## src/rtl/core/packed_code_dot_score_top_assert.svh

```systemverilog
// assertion helpers shared by the packed code dot score modules
`ifndef PACKED_CODE_DOT_SCORE_TOP_ASSERT_SVH
`define PACKED_CODE_DOT_SCORE_TOP_ASSERT_SVH
`ifndef SYNTHESIS
`define PCDS_ASSERT_IMP(name, clk, rst, ante, cons) \
   name: assert property (@(posedge clk) disable iff (rst) (ante) |-> (cons)) \
      else $error("pcds assertion failed");
`define PCDS_ASSERT_NXT(name, clk, rst, ante, cons) \
   name: assert property (@(posedge clk) disable iff (rst) (ante) |=> (cons)) \
      else $error("pcds assertion failed");
`else
`define PCDS_ASSERT_IMP(name, clk, rst, ante, cons)
`define PCDS_ASSERT_NXT(name, clk, rst, ante, cons)
`endif
`endif

```

## src/rtl/core/pcds_pkg.sv

```systemverilog
package pcds_pkg;

   localparam int DIMENSIONS = 384;
   localparam int SCALE_FRAC = 14;

   localparam int ADDR_W = $clog2(DIMENSIONS) > 0 ? $clog2(DIMENSIONS) : 1;
   localparam int IDX_W = $clog2(DIMENSIONS + 1);

   // fixed field widths
   localparam int QIDX_W = 9;
   localparam int QVAL_W = 16;
   localparam int BYTE_W = 8;
   localparam int SCALE_W = 16;
   localparam int SCORE_W = 50;
   localparam int CW_W = 5;

   localparam logic [CW_W-1:0] CW_RESET = 5'd8;
   localparam logic [CW_W-1:0] CW_MIN = 5'd2;
   localparam logic [CW_W-1:0] CW_MAX = 5'd16;

   localparam int BUF_W = 24;
   localparam int HELD_W = 5;
   localparam logic [HELD_W-1:0] MAX_HELD = 5'd23;
   localparam int CODE_W = 17;

   // exact sum: each product stays within 2^30 in magnitude
   localparam int SUM_W = $clog2(DIMENSIONS) + 31;
   localparam int SPLIT = SUM_W / 2;
   localparam int MUL_A_W = (SPLIT + 1 > CODE_W) ? SPLIT + 1 : CODE_W;
   localparam int MUL_B_W = SCALE_W + 1;
   localparam int PROD_W = MUL_A_W + MUL_B_W;
   localparam int FULL_W = SUM_W + MUL_B_W;

   localparam logic OP_LOAD = 1'b0;
   localparam logic OP_RECORD = 1'b1;

   localparam logic [1:0] MUL_CODE = 2'd0;
   localparam logic [1:0] MUL_SCALE_LO = 2'd1;
   localparam logic [1:0] MUL_SCALE_HI = 2'd2;

   typedef struct packed {
      logic write_query;
      logic load_byte;
      logic issue_code;
      logic [1:0] mul_sel;
      logic save_lo;
      logic load_out;
      logic clear_record;
   } cmd_type;

   typedef struct packed {
      logic has_code;
      logic has_next;
      logic pipe_busy;
   } status_type;

endpackage

```

## src/rtl/core/pcds_ctrl.sv

```systemverilog
`include "packed_code_dot_score_top_assert.svh"

module pcds_ctrl (
   input  logic                 clock,
   input  logic                 reset,
   input  logic                 req_valid,
   input  logic                 req_operation,
   input  logic                 req_last_byte,
   output logic                 req_stall,
   output logic                 rsp_valid,
   input  logic                 rsp_stall,
   input  pcds_pkg::status_type status,
   output pcds_pkg::cmd_type    cmd
);

   localparam logic [2:0] ST_IDLE = 3'd0;
   localparam logic [2:0] ST_DECODE = 3'd1;
   localparam logic [2:0] ST_DRAIN = 3'd2;
   localparam logic [2:0] ST_SCALE_LO = 3'd3;
   localparam logic [2:0] ST_SCALE_HI = 3'd4;
   localparam logic [2:0] ST_FINISH = 3'd5;

   logic [2:0] state_ff;
   logic [2:0] state_in;
   logic       last_ff;
   logic       last_in;
   logic       rsp_valid_ff;
   logic       rsp_valid_in;

   assign req_stall = (state_ff != ST_IDLE);
   assign rsp_valid = rsp_valid_ff;

   always_comb begin
      state_in = state_ff;
      last_in = last_ff;
      rsp_valid_in = rsp_valid_ff && rsp_stall;
      cmd = '0;
      cmd.mul_sel = pcds_pkg::MUL_CODE;
      unique case (state_ff)
         ST_IDLE: begin
            if (req_valid) begin
               if (req_operation == pcds_pkg::OP_LOAD) begin
                  cmd.write_query = 1'b1;
               end else begin
                  cmd.load_byte = 1'b1;
                  last_in = req_last_byte;
                  state_in = ST_DECODE;
               end
            end
         end
         ST_DECODE: begin
            cmd.issue_code = status.has_code;
            if (!status.has_next) begin
               state_in = last_ff ? ST_DRAIN : ST_IDLE;
            end
         end
         ST_DRAIN: begin
            // wait for the last products to land in the sum
            if (!status.pipe_busy) begin
               state_in = ST_SCALE_LO;
            end
         end
         ST_SCALE_LO: begin
            cmd.mul_sel = pcds_pkg::MUL_SCALE_LO;
            state_in = ST_SCALE_HI;
         end
         ST_SCALE_HI: begin
            cmd.mul_sel = pcds_pkg::MUL_SCALE_HI;
            cmd.save_lo = 1'b1;
            state_in = ST_FINISH;
         end
         ST_FINISH: begin
            cmd.mul_sel = pcds_pkg::MUL_SCALE_HI;
            if (!rsp_valid_ff || !rsp_stall) begin
               cmd.load_out = 1'b1;
               cmd.clear_record = 1'b1;
               rsp_valid_in = 1'b1;
               state_in = ST_IDLE;
            end
         end
         default: begin
            state_in = ST_IDLE;
         end
      endcase
   end

   always_ff @(posedge clock) begin
      if (reset) begin
         state_ff <= ST_IDLE;
         last_ff <= 1'b0;
         rsp_valid_ff <= 1'b0;
      end else begin
         state_ff <= state_in;
         last_ff <= last_in;
         rsp_valid_ff <= rsp_valid_in;
      end
   end

   `PCDS_ASSERT_IMP(a_no_overwrite, clock, reset, cmd.load_out, !rsp_valid_ff || !rsp_stall)
   `PCDS_ASSERT_IMP(a_scale_drained, clock, reset, state_ff == ST_SCALE_LO, !status.pipe_busy)
   `PCDS_ASSERT_IMP(a_issue_has_code, clock, reset, cmd.issue_code, status.has_code)

endmodule

```

## config.mk

```make
export PLATFORM = sky130hd
export DESIGN_NAME = pcds_ctrl
export DESIGN_NICKNAME = d
export VERILOG_FILES = /design/src/rtl/core/pcds_pkg.sv /design/src/rtl/core/pcds_ctrl.sv
export VERILOG_INCLUDE_DIRS = /design/src /design/src/rtl/core
export SDC_FILE = /design/constraint.sdc
export NUM_CORES = 1
export LEC_CHECK = 0
export ABC_CLOCK_PERIOD_IN_PS = 2300
export BUFFER_PORTS_ARGS = -buffer_cell sky130_fd_sc_hd__buf_2
export CAP_MARGIN = 20
export CORE_AREA = 2 2 39 41
export CTS_CLUSTER_SIZE = 8
export DETAILED_ROUTE_END_ITERATION = 12
export DIE_AREA = 0 0 41 43
export GPL_ROUTABILITY_DRIVEN = 0
export MAX_ROUTING_LAYER = met4
export PLACE_DENSITY = 0.57
export SETUP_SLACK_MARGIN = 0.15
export SYNTH_ARGS = -nofsm -noshare
export SYNTH_HDL_FRONTEND = slang
export SYNTH_SLANG_ARGS = --single-unit
```

## constraint.sdc

```tcl
create_clock -name clock -period 2.3 [get_ports clock]
set_input_delay 0.46 -clock clock [delete_from_list [all_inputs] [get_ports clock]]
set_output_delay 0.46 -clock clock [all_outputs]
set_load 0.05 [all_outputs]
```

# Word-level counts from Yosys, hierarchy flattened
# Index checks and enable logic that the tools add are counted.
[classes]
n_eq_ne = 10
mux = 18
reduce_logical = 9
[op_table]
columns = ["op", "count"]
rows = [
  ["3-bit one-hot mux with 6 select lines", 1],
  ["3-bit 2-to-1 mux", 5],
  ["2-bit 2-to-1 mux", 5],
  ["2-bit inequality test (second input constant)", 5],
  ["3-bit by 2-bit equality test with 1-bit output (second input constant)", 2],
  ["3-bit equality test (second input constant)", 2],
  ["1-bit 2-to-1 mux", 6],
  ["5-bit AND reduction", 1],
  ["2-bit one-hot mux with 2 select lines", 1],
  ["3-bit by 1-bit equality test with 1-bit output (second input constant)", 1],
  ["3-bit zero test", 1],
  ["3-bit AND reduction", 1],
  ["3-bit nonzero test", 1],
  ["1-bit zero test", 2],
  ["2-bit OR reduction", 1],
  ["1-bit logical AND", 1],
  ["1-bit logical OR", 1],
]
[totals]
regBits = 5

# Logic depth before layout (Yosys ltp)
# Gate-level depths: netlist of run 1.
[logic_depth]
depth_word = 4
mapped_depth = 6
ltp_nobuf = 4

# Worst setup path after synthesis of run 1
# OpenSTA, ideal clock, no wires.
[synth_timing]
path_kind = "register to output"
start = "register state_ff[1]"
end = "output port cmd[1] (netlist bit)"
arrival_time_ps = 2206
required_ps = 1840
slack_ps = -366
path_stages_with_launch = 7
n_path_buf = 2
cell_sequence = "dfxtp_1 -> buf_2 -> nand2b_1 -> inv_1 -> nand2_1 -> a21oi_1 -> buf_4"
[synth_lines]
columns = ["item", "line", "rtl"]
rows = [
  ["from (decl)", "pcds_ctrl.sv:23", "logic [2:0] state_ff;"],
  ["from (signal assigned)", "pcds_ctrl.sv:93", "state_ff <= state_in;"],
  ["to (decl)", "pcds_ctrl.sv:13", "output pcds_pkg::cmd_type cmd"],
]

==> results.yml, run 1 <==
outcome:
  run_status: "finished clean"
global_route:
  antenna_found_initial: 0
  grt_pass1_wl_mm: 1.04
  grt_max_degree: 10
  grt_pass1_vias: 269
  grt_usage: 0.0907
  grt-ovfl-total: 0
clock_network:
  clk_pin_slew_ps: 40
  clkLatencyLatePin_ps: 240
  cts_setup_buffers: 0
  cts_resized: 0
  cts-hold-fix-buffers: 0
  htree_levels: 1
  cts_root_buf: "clkbuf_4"
  cts_buffers: 3
  cts_tree: "done"
  clock_path_buffers: 2
  numClockSinks: 5
power_and_ir_drop:
  p_int_mw: 0.172
  power.share.combinational: 0.193
  p_leak_nw: 0.218
  finalPower_mw: 0.236
  clkPwrFrac: 0.414
  netSwitchingFraction: 0.271
  power_density_nw_per_um2: 546
  pwr-share-seq: 0.393
  p_sw_mw: 0.0639
  ir_worst_vdd_mv: 0.223
setup_path:
  critPathMaxFanout: 9
  end_kind: "output port"
  arrival_ps: 1480
  path_class: "reg -> out"
  reg2reg_setup_slack_ps: 1110
  required_ps: 1840
  critPathLaunchType: "flip-flop"
logic_synthesis:
  ys_ff_latch: 5
  synthSimpleGateAreaFrac: 0.349
  yosys_most_used_dff: "dfxtp_1"
  syn_inst: 40
  syn_area_sq_um: 315
  synth_compound_area_frac: 0.187
  synthAdderAreaFrac: 0
  async_flop_share: 0
  synth_area_leaders: "dfxtp_1, a21oi_1, nand2_1, nand2b_1, buf_6"
  seq_area_frac_synth: 0.317
  synth_top_family_by_area: "simple AND/OR/NAND/NOR gates"
  avgSynthCellArea_sq_um: 7.88
  synth_edf_count: 0
  synth_mux_area_frac: 0.0317
  synth_largest_area_cell: "dfxtp_1"
  synthXorXnorAreaFrac: 0
  synth_cell_types: 23
  syn-num-nets: 49
  yosysWarnings: 0
  synth.top_cell.area_share: 0.317
die:
  dieArea_sq_um: 1760
  die_h_microns: 43
  start_util: 0.228
  io_pins: 19
  rows: 14
  fp.dieW_microns: 41
  core_sq_um: 1380
route:
  drc: 0
  vias: 320
  wl_microns: 683
  ant_nets: 0
  firstDrtPassIters: 2
  avgViaCountPerCell: 4.32
  drt_iter0_drc: 6
  wl_per_cell_microns: 9.23
placement:
  placed_cell_area_sq_um: 405
  place_ws_ps: 611
  dp.cells: 70
  dp_hpwl_microns: 536
  port_buffers: 18
cells_and_area:
  fin_area_sq_um: 432
  drive_gt1_frac: 0.448
  layout.cells.non_filler: 74
  fin_util: 0.312
  area_growth_pct: 36.9
  diodes: 0
  nNetsFinal: 68
timing:
  hold_violations: 0
  finClkSkew_ps: 1.95
  worst_slack_ps: 358
  setup_viol: 0
  fmax_ghz: 0.515
  finalCritPeriodShare: 0.844
  fin_crit_ps: 1940
  finalMaxSlewViolations: 0
  slew_headroom: 0.804
  rsz0062_at_grt: "no"
  worstMarginPinSlew_ps: 293
worst_hold_path:
  hold_class: "in -> reg"
job:
  drv_cap: 0
## power groups by stage
stage	clock network, mW	logic, mW	registers, mW
finish	0.0976	0.0455	0.0927
detailed placement	0	0.0456	0.0940
floorplan	0	0.0353	0.0916
CTS	0.104	0.0458	0.0925
global placement	0	0.0458	0.0939
global route	0.109	0.0483	0.0931
## metal layers
metal | up-vias | track usage | wire length (microns)
met5 | - | - | 0
met4 | 0 | 0.0800 | 5
met3 | 2 | 0.0157 | 28
met2 | 6 | 0.109 | 347
met1 | 137 | 0.123 | 302
li1 | 175 | - | -
## final cells by class
cell class / instances / area [sq um]
Multi-Input combinational cell: 29 / 188
Sequential cell: 5 / 100
Fill cell: 160 / 952
Clock buffer: 4 / 26.3
Inverter: 2 / 7.51
Timing Repair Buffer: 18 / 90.1
Tap cell: 16 / 20.0
## state kept, by name, summed over array words and instances, names as in the netlist
register   flops
state_ff       3
last_ff        1
rsp_valid      1
## final timing paths
kind / startpoint / end / cells after the start
worst max-delay path: state_ff[0]$_SDFFE_PP0P_ / cmd[7] / 3
worst min-delay path: reset / rsp_valid$_SDFF_PP0_ / 2
worst max register to register: state_ff[0]$_SDFFE_PP0P_ / last_ff$_SDFFE_PP0P_ / 3
worst min register to register: last_ff$_SDFFE_PP0P_ / last_ff$_SDFFE_PP0P_ / 2
## kinds of logic after synthesis
kind of cell,count (synthesis)
and+or+nand+nor,19
buffers and inverters,6
AOI/OAI and AO/OA,9
DFF,5
muxes,1
## metrics by stage
step           setup TNS (ps)  hold slack [ps]
2_1_floorplan           -22.1              444
3_3_place_gp                0              461
3_5_place_dp                0              473
4_1_cts                     0              463
5_1_grt                     0              473
6_report                    0              475
## Yosys cell counts (2+ instances only)
master    count
a21oi_1       4
nor3_1        2
inv_1         2
dfxtp_1       5
nand2_1       5
nor2_1        3
nand2b_1      3
## worst max-delay path, stage by stage, from the launching register on
cell and delay, ps:
dfxtp_1 380, or3_4 450, nor3b_2 150, buf_2 270
## placed cells by master (no fill, tap or decap), drive strengths merged, types with 2 or more instances in the layout
cell type  instances
clkbuf             4
nand2b             3
dfxtp              5
nor2               4
nand2              5
a21oi              4
buf               18
nor3               2
inv                2
Power figures use the tool's default switching activity.
==> inputs of run 2 (changes only) <==
Settings changed: ABC_CLOCK_PERIOD_IN_PS 2300 to 2000.
Clock period 2.3 ns to 2 ns, I/O delays scaled along.
==> results.yml, run 2 (synthesized netlist as in run 1, its figures left out) <==
setup_path:
  crit_slowest_cell: "or3_4"
  end_kind: "output port"
  max_stage_delay_ps: 430
  critPathLaunchType: "flip-flop"
  path_class: "reg -> out"
  critPathMaxFanout: 9
  required_ps: 1600
  crit_chain: "or3_4 -> nor3b_4 -> buf_6"
  arrival_ps: 1380
worst_hold_path:
  hold_class: "in -> reg"
power_and_ir_drop:
  power_density_nw_per_um2: 594
  ir_worst_vdd_mv: 0.169
  p_leak_nw: 0.212
cells_and_area:
  diodes: 0
  largest-register: "state_ff"
  layout.cells.non_filler: 74
  layout_commonest_cell: "buf_2"
  nNetsFinal: 68
  drive_gt1_frac: 0.517
  area_growth_pct: 48.0
  fin_area_sq_um: 467
  largest_reg_flops: 3
  final_cell_mix: "buf_2, nand2_1, clkbuf_4"
route:
  avgViaCountPerCell: 4.42
  wl_per_cell_microns: 9.43
  drt_iter0_drc: 3
  vias: 327
  ant_nets: 0
  firstDrtPassIters: 4
  wl_microns: 698
  drc: 0
die:
  fp.dieW_microns: 41
  rows: 14
  start_util: 0.228
  io_pins: 19
  dieArea_sq_um: 1760
  core_sq_um: 1380
  die_h_microns: 43
timing:
  fmax_ghz: 0.561
  slew_headroom: 0.824
  fin_tns_setup_ps: 0
  finalMaxSlewViolations: 0
  rsz0062_at_grt: "no"
  finClkSkew_ps: 1.46
  finalCritPeriodShare: 0.891
  setup_viol: 0
  fin_crit_ps: 1780
  hold_violations: 0
  worst_slack_ps: 218
  worstMarginPinSlew_ps: 261
clock_network:
  clk_pin_slew_ps: 40
  htree_levels: 1
  cts_setup_buffers: 0
  cts_root_buf: "clkbuf_4"
  numClockSinks: 5
  cts_tree: "done"
  clkLatencyLatePin_ps: 240
  cts_buffers: 3
  clock_path_buffers: 2
global_route:
  antenna_found_initial: 0
  grt-ovfl-total: 0
  grt_pass1_wl_mm: 1.09
  grt_pass1_vias: 273
  grt_max_degree: 10
  grt_usage: 0.0979
placement:
  port_buffers: 18
  place_ws_ps: 339
  dp.cells: 70
  placed_cell_area_sq_um: 423
  dp_hpwl_microns: 571
outcome:
  run_status: "finished clean"
job:
  drv_cap: 0
[run 2: cell types whose count changed in the layout (fill, tap and decap cells not counted), sizes merged]
cell / delta
clkbuf: +2
clkinvlp: +1
inv: -1
buf: -2
[run 2: final cells by class]
cell class	instances	area, sq um
Timing Repair Buffer	18	104
Tap cell	16	20.0
Fill cell	161	917
Multi-Input combinational cell	29	201
Clock buffer	4	26.3
Inverter	2	11.3
Sequential cell	5	104
[run 2: critical path, delay by kind of cell, from the launching register on]
kind / cells / cell delay [ps]
buffers and inverters: 1 / 180
DFF: 1 / 350
and+or+nand+nor: 2 / 620
[run 2: layer usage]
metal	GRT usage	routed length, microns	vias to the layer above
met5	-	0	-
met4	0.100	13	0
met3	0.0157	32	2
met2	0.119	347	8
met1	0.126	304	144
li1	-	-	173
[run 2: repair_timing]
action	CTS	global route
resized for setup	3	5
setup endpoints to repair	4	4
hold endpoints to repair	0	0
hold buffers	0	0
pin swaps	0	0
[run 2: worst paths after layout]
path	start	to	slack (ps)	depth (start not counted)
setup / recovery	state_ff[0]$_SDFFE_PP0P_	cmd[7]	220	3
hold / removal	reset	rsp_valid$_SDFF_PP0_	420	2
setup reg to reg	state_ff[0]$_SDFFE_PP0P_	last_ff$_SDFFE_PP0P_	840	3
hold reg to reg	last_ff$_SDFFE_PP0P_	last_ff$_SDFFE_PP0P_	480	2
[run 2: report_power, final]
group / switching, mW / internal (mW)
Clock: 0.0379 / 0.0752
Combinational: 0.0342 / 0.0231
Sequential: 0.00367 / 0.103
Total: 0.0757 / 0.201
[run 2: metrics by stage]
step                 util  total power, mW  hold slack [ps]
floorplan               -            0.148              444
global placement    0.306            0.163              464
detailed placement  0.306            0.163              469
CTS                 0.329            0.284              407
global route        0.337            0.295              420
finish              0.337            0.277              416
==> inputs of run 3 (changes only) <==
Settings changed: REMOVE_ABC_BUFFERS set to 1.
==> results.yml, run 3 (synthesized netlist as in run 1, its figures left out) <==
global_route:
  grt_pass1_wl_mm: 1.02
  antenna_found_initial: 0
  grt_max_degree: 10
  grt_usage: 0.0935
  grt-ovfl-total: 0
  grt_pass1_vias: 272
route:
  ant_nets: 0
  firstDrtPassIters: 3
  vias: 323
  drc: 0
  wl_microns: 739
  wl_per_cell_microns: 9.99
  drt_iter0_drc: 1
  avgViaCountPerCell: 4.36
setup_path:
  critPathMaxFanout: 9
  r2r_start: "state_ff[0]$_SDFFE_PP0P_"
  required_ps: 1600
  reg2reg_to: "last_ff$_SDFFE_PP0P_"
  cp-startpoint: "state_ff[0]$_SDFFE_PP0P_"
  arrival_ps: 1420
  path_class: "reg -> out"
  reg2reg_setup_slack_ps: 820
  end_kind: "output port"
  r2r_cells: 3
  critPathLaunchType: "flip-flop"
  crit_end: "cmd[6]"
clock_network:
  clock_path_buffers: 2
  cts_tree: "done"
  cts_root_buf: "clkbuf_4"
  cts_buffers: 3
  cts-hold-fix-buffers: 0
  numClockSinks: 5
  clkLatencyLatePin_ps: 240
  htree_levels: 1
  clk_pin_slew_ps: 40
die:
  dieArea_sq_um: 1760
  core_sq_um: 1380
  io_pins: 19
  fp.dieW_microns: 41
  rows: 14
  start_util: 0.228
  die_h_microns: 43
cells_and_area:
  drive_gt1_frac: 0.483
  largest-register: "state_ff"
  final_cell_mix: "buf_2, nand2_1, clkbuf_4, a21oi_1"
  diodes: 0
  nNetsFinal: 68
  largest_reg_flops: 3
  area_growth_pct: 42.5
  layout_commonest_cell: "buf_2"
timing:
  fin_crit_ps: 1820
  fin_tns_setup_ps: 0
  finalCritPeriodShare: 0.910
  hold_violations: 0
  slew_headroom: 0.826
  fmax_ghz: 0.550
  setup_viol: 0
  finClkSkew_ps: 4.16
  rsz0062_at_grt: "yes"
  worstMarginPinSlew_ps: 258
  finalMaxSlewViolations: 0
  whs_ps: 392
power_and_ir_drop:
  p_leak_nw: 0.221
  power_density_nw_per_um2: 620
  ir_worst_vdd_mv: 0.188
outcome:
  run_status: "finished clean"
worst_hold_path:
  hold_class: "in -> reg"
placement:
  port_buffers: 18
job:
  drv_cap: 0
-- run 3: changes by cell type in the layout (fill, tap and decap cells not counted), sizes merged --
cell and change:
inv +1, clkinvlp -1
-- run 3: power by group --
group	leakage, nW	switching [mW]	total, mW	internal, mW
sequential	0.0420	0.00374	0.107	0.103
combinational	0.164	0.0339	0.0562	0.0223
clock	0.0150	0.0401	0.115	0.0754
-- run 3: worst min path at each step --
stage	startpoint	end	slack, ps	cells past startpoint
finish	reset	state_ff[1]$_SDFFE_PP0P_	390	2
global route	reset	rsp_valid$_SDFF_PP0_	410	2
floorplan	last_ff$_SDFFE_PP0P_	last_ff$_SDFFE_PP0P_	440	2
detailed placement	last_ff$_SDFFE_PP0P_	last_ff$_SDFFE_PP0P_	490	2
CTS	reset	state_ff[1]$_SDFFE_PP0P_	390	2
global placement	last_ff$_SDFFE_PP0P_	last_ff$_SDFFE_PP0P_	470	2
-- run 3: area by class of cell --
type,count,area [sq um]
tap,16,20.0
inverter,2,7.51
timing repair buffer,18,101
sequential,5,104
fill,159,935
clock buffer,4,26.3
multi-input combinational,29,190
-- run 3: metal layers --
layer / wire, microns / global-route usage / part of all wire
met1: 294 / 0.0897 / 0.40
met2: 392 / 0.131 / 0.53
met3: 45 / 0.0471 / 0.061
met4: 6 / 0.0800 / 0.0081
met5: 0 / - / 0
-- run 3: repair_timing --
| item | 4_1_cts | 5_1_grt |
|---|---|---|
| buffers inserted | 0 | 0 |
| endpoints found under the setup margin | 2 | 3 |
| pin swaps | 0 | 0 |
| gates resized for setup | 3 | 6 |
-- run 3: worst max-delay path, cell delays in order, from the launching register on --
cell	delay, ps
dfxtp_2	350
or3_4	430
nor2_4	130
buf_2	260
-- run 3: stage by stage --
step / cell area (sq um) / setup slack, ps / power, mW / cells / utilization
6_report: 449 / 181 / 0.278 / 74 / 0.325
2_1_floorplan: 287 / -873 / 0.142 / 36 / -
3_5_place_dp: 397 / 336 / 0.159 / 70 / 0.287
4_1_cts: 428 / 158 / 0.281 / 74 / 0.309
5_1_grt: 449 / 129 / 0.292 / 74 / 0.325
3_3_place_gp: 397 / 364 / 0.159 / 70 / 0.287
